$ cat config.mk
export PLATFORM = sky130hd
export DESIGN_NAME = tpbse_ctrl
export DESIGN_NICKNAME = d
export VERILOG_FILES = /design/src/rtl/core/tpbse_pkg.sv /design/src/rtl/core/tpbse_ctrl.sv
export SDC_FILE = /design/constraint.sdc
export NUM_CORES = 1
export LEC_CHECK = 0
export BUFFER_PORTS_ARGS = -buffer_cell sky130_fd_sc_hd__clkbuf_2
export CORE_AREA = 2 2 39 41
export CTS_CLUSTER_DIAMETER = 100
export DETAILED_ROUTE_END_ITERATION = 8
export DIE_AREA = 0 0 41 43
export HOLD_SLACK_MARGIN = 0.03
export PLACE_DENSITY = 0.53
export SLEW_MARGIN = 20
export SYNTH_ARGS = -nofsm -noshare
export SYNTH_HDL_FRONTEND = slang
export SYNTH_SLANG_ARGS = --single-unit
$ cat constraint.sdc
create_clock -name clk -period 1.7 [get_ports clk]
set_input_delay 0.085 -clock clk [delete_from_list [all_inputs] [get_ports clk]]
set_output_delay 0.085 -clock clk [all_outputs]
set_load 0.005 [all_outputs]
$ cat src/rtl/core/tpbse_pkg.sv
`default_nettype none
package tpbse_pkg;

  localparam int MAX_W       = 4096;
  localparam int MAX_H       = 4096;
  localparam int PIX_W       = 16;
  localparam int CNT_W       = $clog2(MAX_W);
  localparam int SZ_W        = 13;
  localparam int THR_W       = 17;
  localparam int TAN_W       = 16;
  localparam int ALPHA_W     = 9;
  localparam int ANG_W       = 16;
  localparam int EPOCH_W     = 8;
  localparam int CORD_STEPS  = 16;
  localparam int STEP_W      = 5;
  localparam int ANGLE_LIMIT = 25736;
  localparam int CFG_IDX_W   = 3;
  localparam int CFG_DATA_W  = 17;
  localparam int IN_DATA_W   = 64;
  localparam int OUT_DATA_W  = 80;

  localparam logic [CFG_IDX_W-1:0] REG_IMAGE_WIDTH  = 3'd0;
  localparam logic [CFG_IDX_W-1:0] REG_IMAGE_HEIGHT = 3'd1;
  localparam logic [CFG_IDX_W-1:0] REG_TILE_SIZE    = 3'd2;
  localparam logic [CFG_IDX_W-1:0] REG_LUMA_THRESH  = 3'd3;
  localparam logic [CFG_IDX_W-1:0] REG_TAN_X        = 3'd4;
  localparam logic [CFG_IDX_W-1:0] REG_TAN_Y        = 3'd5;
  localparam logic [CFG_IDX_W-1:0] REG_MASK_ENABLE  = 3'd6;

  typedef enum logic [3:0] {
    ST_CLR,
    ST_IDLE,
    ST_DIVW_GO,
    ST_DIVW,
    ST_DIVH_GO,
    ST_DIVH,
    ST_LUMA,
    ST_UPD,
    ST_ANG,
    ST_LOAD
  } state_t;

  typedef struct packed {
    logic accept;
    logic update;
    logic div_go_w;
    logic div_go_h;
    logic sweep_run;
    logic out_load;
  } cmd_t;

  typedef struct packed {
    logic dirty;
    logic div_done;
    logic sweep_done;
    logic emit;
    logic wrap;
    logic wrap_pend;
    logic cordic_done;
    logic out_free;
  } sts_t;

  // atan(2^-i) in Q2.14, rounded to nearest
  function automatic logic [14:0] atan_q14(input logic [STEP_W-1:0] i);
    logic [14:0] v;
    case (i)
      5'd0:    v = 15'd12868;
      5'd1:    v = 15'd7596;
      5'd2:    v = 15'd4014;
      5'd3:    v = 15'd2037;
      5'd4:    v = 15'd1023;
      5'd5:    v = 15'd512;
      5'd6:    v = 15'd256;
      5'd7:    v = 15'd128;
      5'd8:    v = 15'd64;
      5'd9:    v = 15'd32;
      5'd10:   v = 15'd16;
      5'd11:   v = 15'd8;
      5'd12:   v = 15'd4;
      5'd13:   v = 15'd2;
      5'd14:   v = 15'd1;
      default: v = 15'd0;
    endcase
    return v;
  endfunction

endpackage
`default_nettype wire

$ cat src/rtl/core/tpbse_ctrl.sv
`default_nettype none
module tpbse_ctrl (
  input  wire logic            clk,
  input  wire logic            rst_n,
  input  wire logic            in_tvalid,
  output logic                 in_tready,
  input  wire logic            cfg_valid,
  input  wire tpbse_pkg::sts_t sts,
  output tpbse_pkg::cmd_t      cmd
);
  import tpbse_pkg::*;

  state_t state_r, state_nxt;
  logic   ready;

  assign ready = (state_r == ST_IDLE) && !sts.dirty && !cfg_valid;

  always_comb begin
    state_nxt = state_r;
    unique case (state_r)
      ST_CLR:     if (sts.sweep_done) state_nxt = ST_IDLE;
      ST_IDLE: begin
        if (sts.dirty) state_nxt = ST_DIVW_GO;
        else if (ready && in_tvalid) state_nxt = ST_LUMA;
      end
      ST_DIVW_GO: state_nxt = ST_DIVW;
      ST_DIVW:    if (sts.div_done) state_nxt = ST_DIVH_GO;
      ST_DIVH_GO: state_nxt = ST_DIVH;
      ST_DIVH:    if (sts.div_done) state_nxt = ST_IDLE;
      ST_LUMA:    state_nxt = ST_UPD;
      ST_UPD: begin
        if (sts.emit) state_nxt = ST_ANG;
        else if (sts.wrap) state_nxt = ST_CLR;
        else state_nxt = ST_IDLE;
      end
      ST_ANG:     if (sts.cordic_done) state_nxt = ST_LOAD;
      ST_LOAD: begin
        if (sts.out_free) state_nxt = sts.wrap_pend ? ST_CLR : ST_IDLE;
      end
      default:    state_nxt = ST_CLR;
    endcase
  end

  always_comb begin
    cmd           = '0;
    in_tready     = 1'b0;
    unique case (state_r)
      ST_IDLE: begin
        in_tready  = ready;
        cmd.accept = ready && in_tvalid;
      end
      ST_CLR:     cmd.sweep_run = 1'b1;
      ST_DIVW_GO: cmd.div_go_w  = 1'b1;
      ST_DIVH_GO: cmd.div_go_h  = 1'b1;
      ST_UPD:     cmd.update    = 1'b1;
      ST_LOAD:    cmd.out_load  = sts.out_free;
      default:    cmd           = '0;
    endcase
  end

  always_ff @(posedge clk) begin
    if (!rst_n) state_r <= ST_CLR;
    else        state_r <= state_nxt;
  end

  a_no_accept_dirty: assert property (@(posedge clk) disable iff (!rst_n)
    cmd.accept |-> !sts.dirty && !cfg_valid)
    else $error("pixel taken with stale tile geometry");
  a_upd_after_luma: assert property (@(posedge clk) disable iff (!rst_n)
    cmd.accept |=> ##1 cmd.update)
    else $error("update did not follow accept");
  a_load_needs_room: assert property (@(posedge clk) disable iff (!rst_n)
    cmd.out_load |-> sts.out_free)
    else $error("output register overwritten");

endmodule
`default_nettype wire

# Yosys cells after proc, flatten, opt, wreduce, memory -nomap -nowiden
# Cells that the tools add are included.
# totals
reg_bits	4
out_inout_bits	7
elab_cells	41
# op_classes
eq_ne	15
n_mux	18
reduce_logical	7
# ops
operator	n
one-hot mux 4 bit (10 select lines)	1
two-way mux 4 bit	8
equality test 4 x 3 -> 1 bit, second input constant	4
!= test 2 bit, second input constant	5
two-way mux 1 bit	9
equality test 4 x 2 -> 1 bit, second input constant	2
equality test 4 bit, second input constant	2
AND reduction 6 bit	1
equality test 4 x 1 -> 1 bit, second input constant	1
zero test 4 bit	1
logical AND 1 bit	3
!= test 3 x 2 -> 1 bit, second input constant	1
zero test 1 bit	2

# Logic depth before layout (Yosys ltp)
# depth
depth_word	7
ltp_mapped	5
ltp_nobuf	4

# Worst setup path before layout
# Ideal clock, no wire load.
# synth_path
path_type	reg-to-reg
from	reg state_r[1]
to	reg state_r[0]
setup_time_ns	0.122
arrival_time_ns	1.270
required_ns	1.578
path_slack_ns	0.308
path_stages_with_launch	6
path_buffers	1
cell_sequence	dfxtp_1 buf_6 nor4b_1 o31ai_1 o311ai_1 o311a_1
# synth_via
elab_chain_len	6
# synth_rtl
element	line_no	source
from (decl)	tpbse_ctrl.sv:13	state_t state_r, state_nxt;
from (signal assigned)	tpbse_ctrl.sv:63	else state_r <= state_nxt;
equality test 4 x 1 -> 1 bit	tpbse_ctrl.sv:16, tpbse_ctrl.sv:20	
logical AND 1 bit (2 in a row)	tpbse_ctrl.sv:16	assign ready = (state_r == ST_IDLE) && !sts.dirty && !cfg_valid;
logical AND 1 bit	tpbse_ctrl.sv:24	else if (ready && in_tvalid) state_nxt = ST_LUMA;
!= test 3 x 2 -> 1 bit (no source line)	n/a	
AND reduction 6 bit (no source line)	n/a	
# Parallel ways exist; a longest one is shown, timed or not.
# A chain may end at the register's enable or synchronous reset.

# Worst setup path in the final report
# layout_path
from	reg state_r[3]
to	reg state_r[0]
# Same word-level chain as after synthesis.

==> flow_summary_export.csv <==
group,metric,value,unit
status,outcome,"completed",
floorplan,core,1384,sq um
sta,period_share,95.37,%
routing,routed_wl,1027,microns
routing,vias_per_cell,5.128,
worst_hold_path,holdPathStages,2,
synth,synth-seq-cells,4,
synth,synth_area_leader_cell,"dfxtp_1",
global_routing,grt_pass1_vias,368,
setup_path,cp_cell_sequence,"nor4b_1 > o31ai_1 > o311ai_1 > o311a_1",
clock_tree,clockBufferDepth,2,
power,leakagePower,0.0002425,uW
clock_tree,htreeDepth,1,
synth,synth_edf_count,0,
floorplan,die_w,41,microns
finish,syn2layout_area_growth,31.89,%
placement,portBuffers,18,
setup_path,max_stage_delay,0.49,ns
synth,ys_async_sr_fraction,0,%
global_routing,grt.met2_usage,18.44,%
sta,finalCriticalPeriod,1.621,ns
setup_path,cp_slowest_cell,"dfxtp_1",
setup_path,crit_start,"state_r[3]",
clock_tree,clk_pin_slew,0.03,ns
clock_tree,clock-sinks,4,
routing,wl_per_cell,11.94,microns
synth,syn_avg_cell_area,8.083,sq um
setup_path,crit_end,"state_r[0]",
sta,tns,0,ns
power,pwr_density_cell,760.4,nW/um^2
setup_path,r2r_cells,4,
routing,dr.pass1.iters,3,
setup_path,path_class,"flip-flop to flip-flop",
sta,fmax,616.8,MHz
synth,synthTopCellsByCount,"nand2_1, nor4b_1, dfxtp_1",
synth,yosys-top-cells-area,"dfxtp_1, nor4b_1, buf_6",
clock_tree,cts_root_buf,"clkbuf_4",
clock_tree,post_cts_buffers,0,
clock_tree,cts_hold_buf,0,
global_routing,grtUsageTotal,12.15,%
floorplan,die_h,43,microns
clock_tree,cts_tree,"built",
floorplan,row_count,14,
sta,drv_slew,0,
power,vdd_drop_max,0.0003051,V
sta,timing.hold.ws,0.1267,ns
synth,ys_seq_area_share,19.81,%
global_routing,antenna_found_initial,0,
setup_path,r2r_start,"state_r[3]",
worst_hold_path,hp-class,"input port to flip-flop",
setup_path,startpoint_type,"flip-flop",
finish,num_antenna_cells,0,
run,drv_cap,0,
setup_path,path_max_fanout,8,
global_routing,global_route.usage.met1,14.79,%
finish,top_register,"state_r",
synth,synthCells,50,
sta,clock_skew,0.005078,ns
clock_tree,cts_resized,0,
global_routing,use_met3,4.712,%
routing,vias,441,
routing,drc,0,
synth,syn-cell-area,404.1,sq um
setup_path,end_kind,"flip-flop",
sta,final_hold_viol_count,0,
synth,ys.flop_type,"dfxtp_1",
floorplan,start_util,29.20,%
global_routing,grt_busiest_layer,"met2",
placement,gp_congestion,0.7149,
global_routing,grt_max_degree,13,
sta,setup_viol_count_final,0,
global_routing,grt_pass1_wl,1469,microns
finish,final_nets,84,
sta,rsz0062_at_grt,"no",
setup_path,cp.arrival,1.73,ns
floorplan,die_area,1763,sq um
finish,largest_reg_flops,4,
finish,nFillCells,153,
setup_path,rrSetupSlack,0.08,ns
synth,syn_nets,62,
sta,relSlewSlack,63.35,%
synth,yosysWarnings,0,
finish,drive_above_1_share,40.00,%
placement,dp_hpwl,821.4,microns
routing,antenna_left,0,
clock_tree,clk-insertion-delay-late,0.23,ns
synth,synth_top_area_share,19.81,%
setup_path,r2r_end,"state_r[0]",
routing,drt_iter0_drc,6,
finish,top_regs,"state_r x4",
clock_tree,cts_made_buffers,3,
floorplan,boundaryPins,19,
global_routing,overflow,0,
synth,yosysUniqueCellTypes,27,
setup_path,critical_path_required,1.81,ns
sta,worst_slew_pin_slew,0.5413,ns
-- critical path, delay by kind of cell, from the launching register on --
kind / cells / cell delay [ns]
flip-flops: 1 / 0.49
AO/OA/AOI/OAI: 3 / 0.90
AND/OR/NAND/NOR: 1 / 0.12
-- area by class of cell --
class | instances | area [sq um] | area share, %
sequential | 4 | 81.33 | 15.26
tap | 16 | 20.02 | 3.756
timing repair buffer | 22 | 120.1 | 22.54
inverter | 1 | 3.754 | 0.7042
clock buffer | 3 | 22.52 | 4.225
multi-input combinational | 40 | 285.3 | 53.52
-- placed cells by master (no fill, tap or decap), types with 2 or more instances in the layout --
master and instances:
and2_1 2, and2b_1 2, buf_4 4, clkbuf_2 18, clkbuf_4 3, dfxtp_1 3
mux2i_1 2, nand2_1 5, nand2b_1 2, nor2b_1 2, nor3_1 3, nor4b_1 5
o21ai_0 3, o311a_1 2
-- metrics by stage --
step / setup slack [ns] / instances / cell area [sq um] / power (uW) / util [%]
2_1_floorplan: 0.3081 / 50 / 404.1 / 241.0 / -
5_1_grt: 0.04155 / 86 / 533.0 / 443.4 / 38.52
4_1_cts: 0.05766 / 86 / 531.8 / 412.0 / 38.43
3_3_place_gp: 0.1488 / 83 / 509.2 / 291.7 / 36.80
3_5_place_dp: 0.07668 / 83 / 509.2 / 291.2 / 36.80
6_report: 0.07866 / 86 / 533.0 / 405.3 / 38.52
-- per-layer routing --
metal	part of all wire, %	vias up
met5	0	-
met4	2.0	0
met3	7.3	2
met2	41	17
met1	49	187
li1	-	235
-- report_power, final --
part,leakage (uW),internal (uW),switching (uW)
Clock,0.0000138,78.7,35.5
Combinational,0.000195,84.6,82.5
Sequential,0.0000332,107,17.3
-- how the worst min path moves through the flow --
stage	slack (ns)	end	start
global route	0.12	state_r[1]	rst_n
floorplan	0.21	in_tready	cfg_valid
CTS	0.12	state_r[0]	rst_n
global placement	0.36	state_r[0]	rst_n
detailed placement	0.36	state_r[0]	rst_n
finish	0.13	state_r[0]	rst_n
-- cells by family after synthesis --
family	synth area share, %
and+or+nand+nor	42.41
AOI/OAI and AO/OA	23.22
buffers and inverters	9.596
DFF	19.82
muxes	4.954
(Power assumes the default switching activity.)
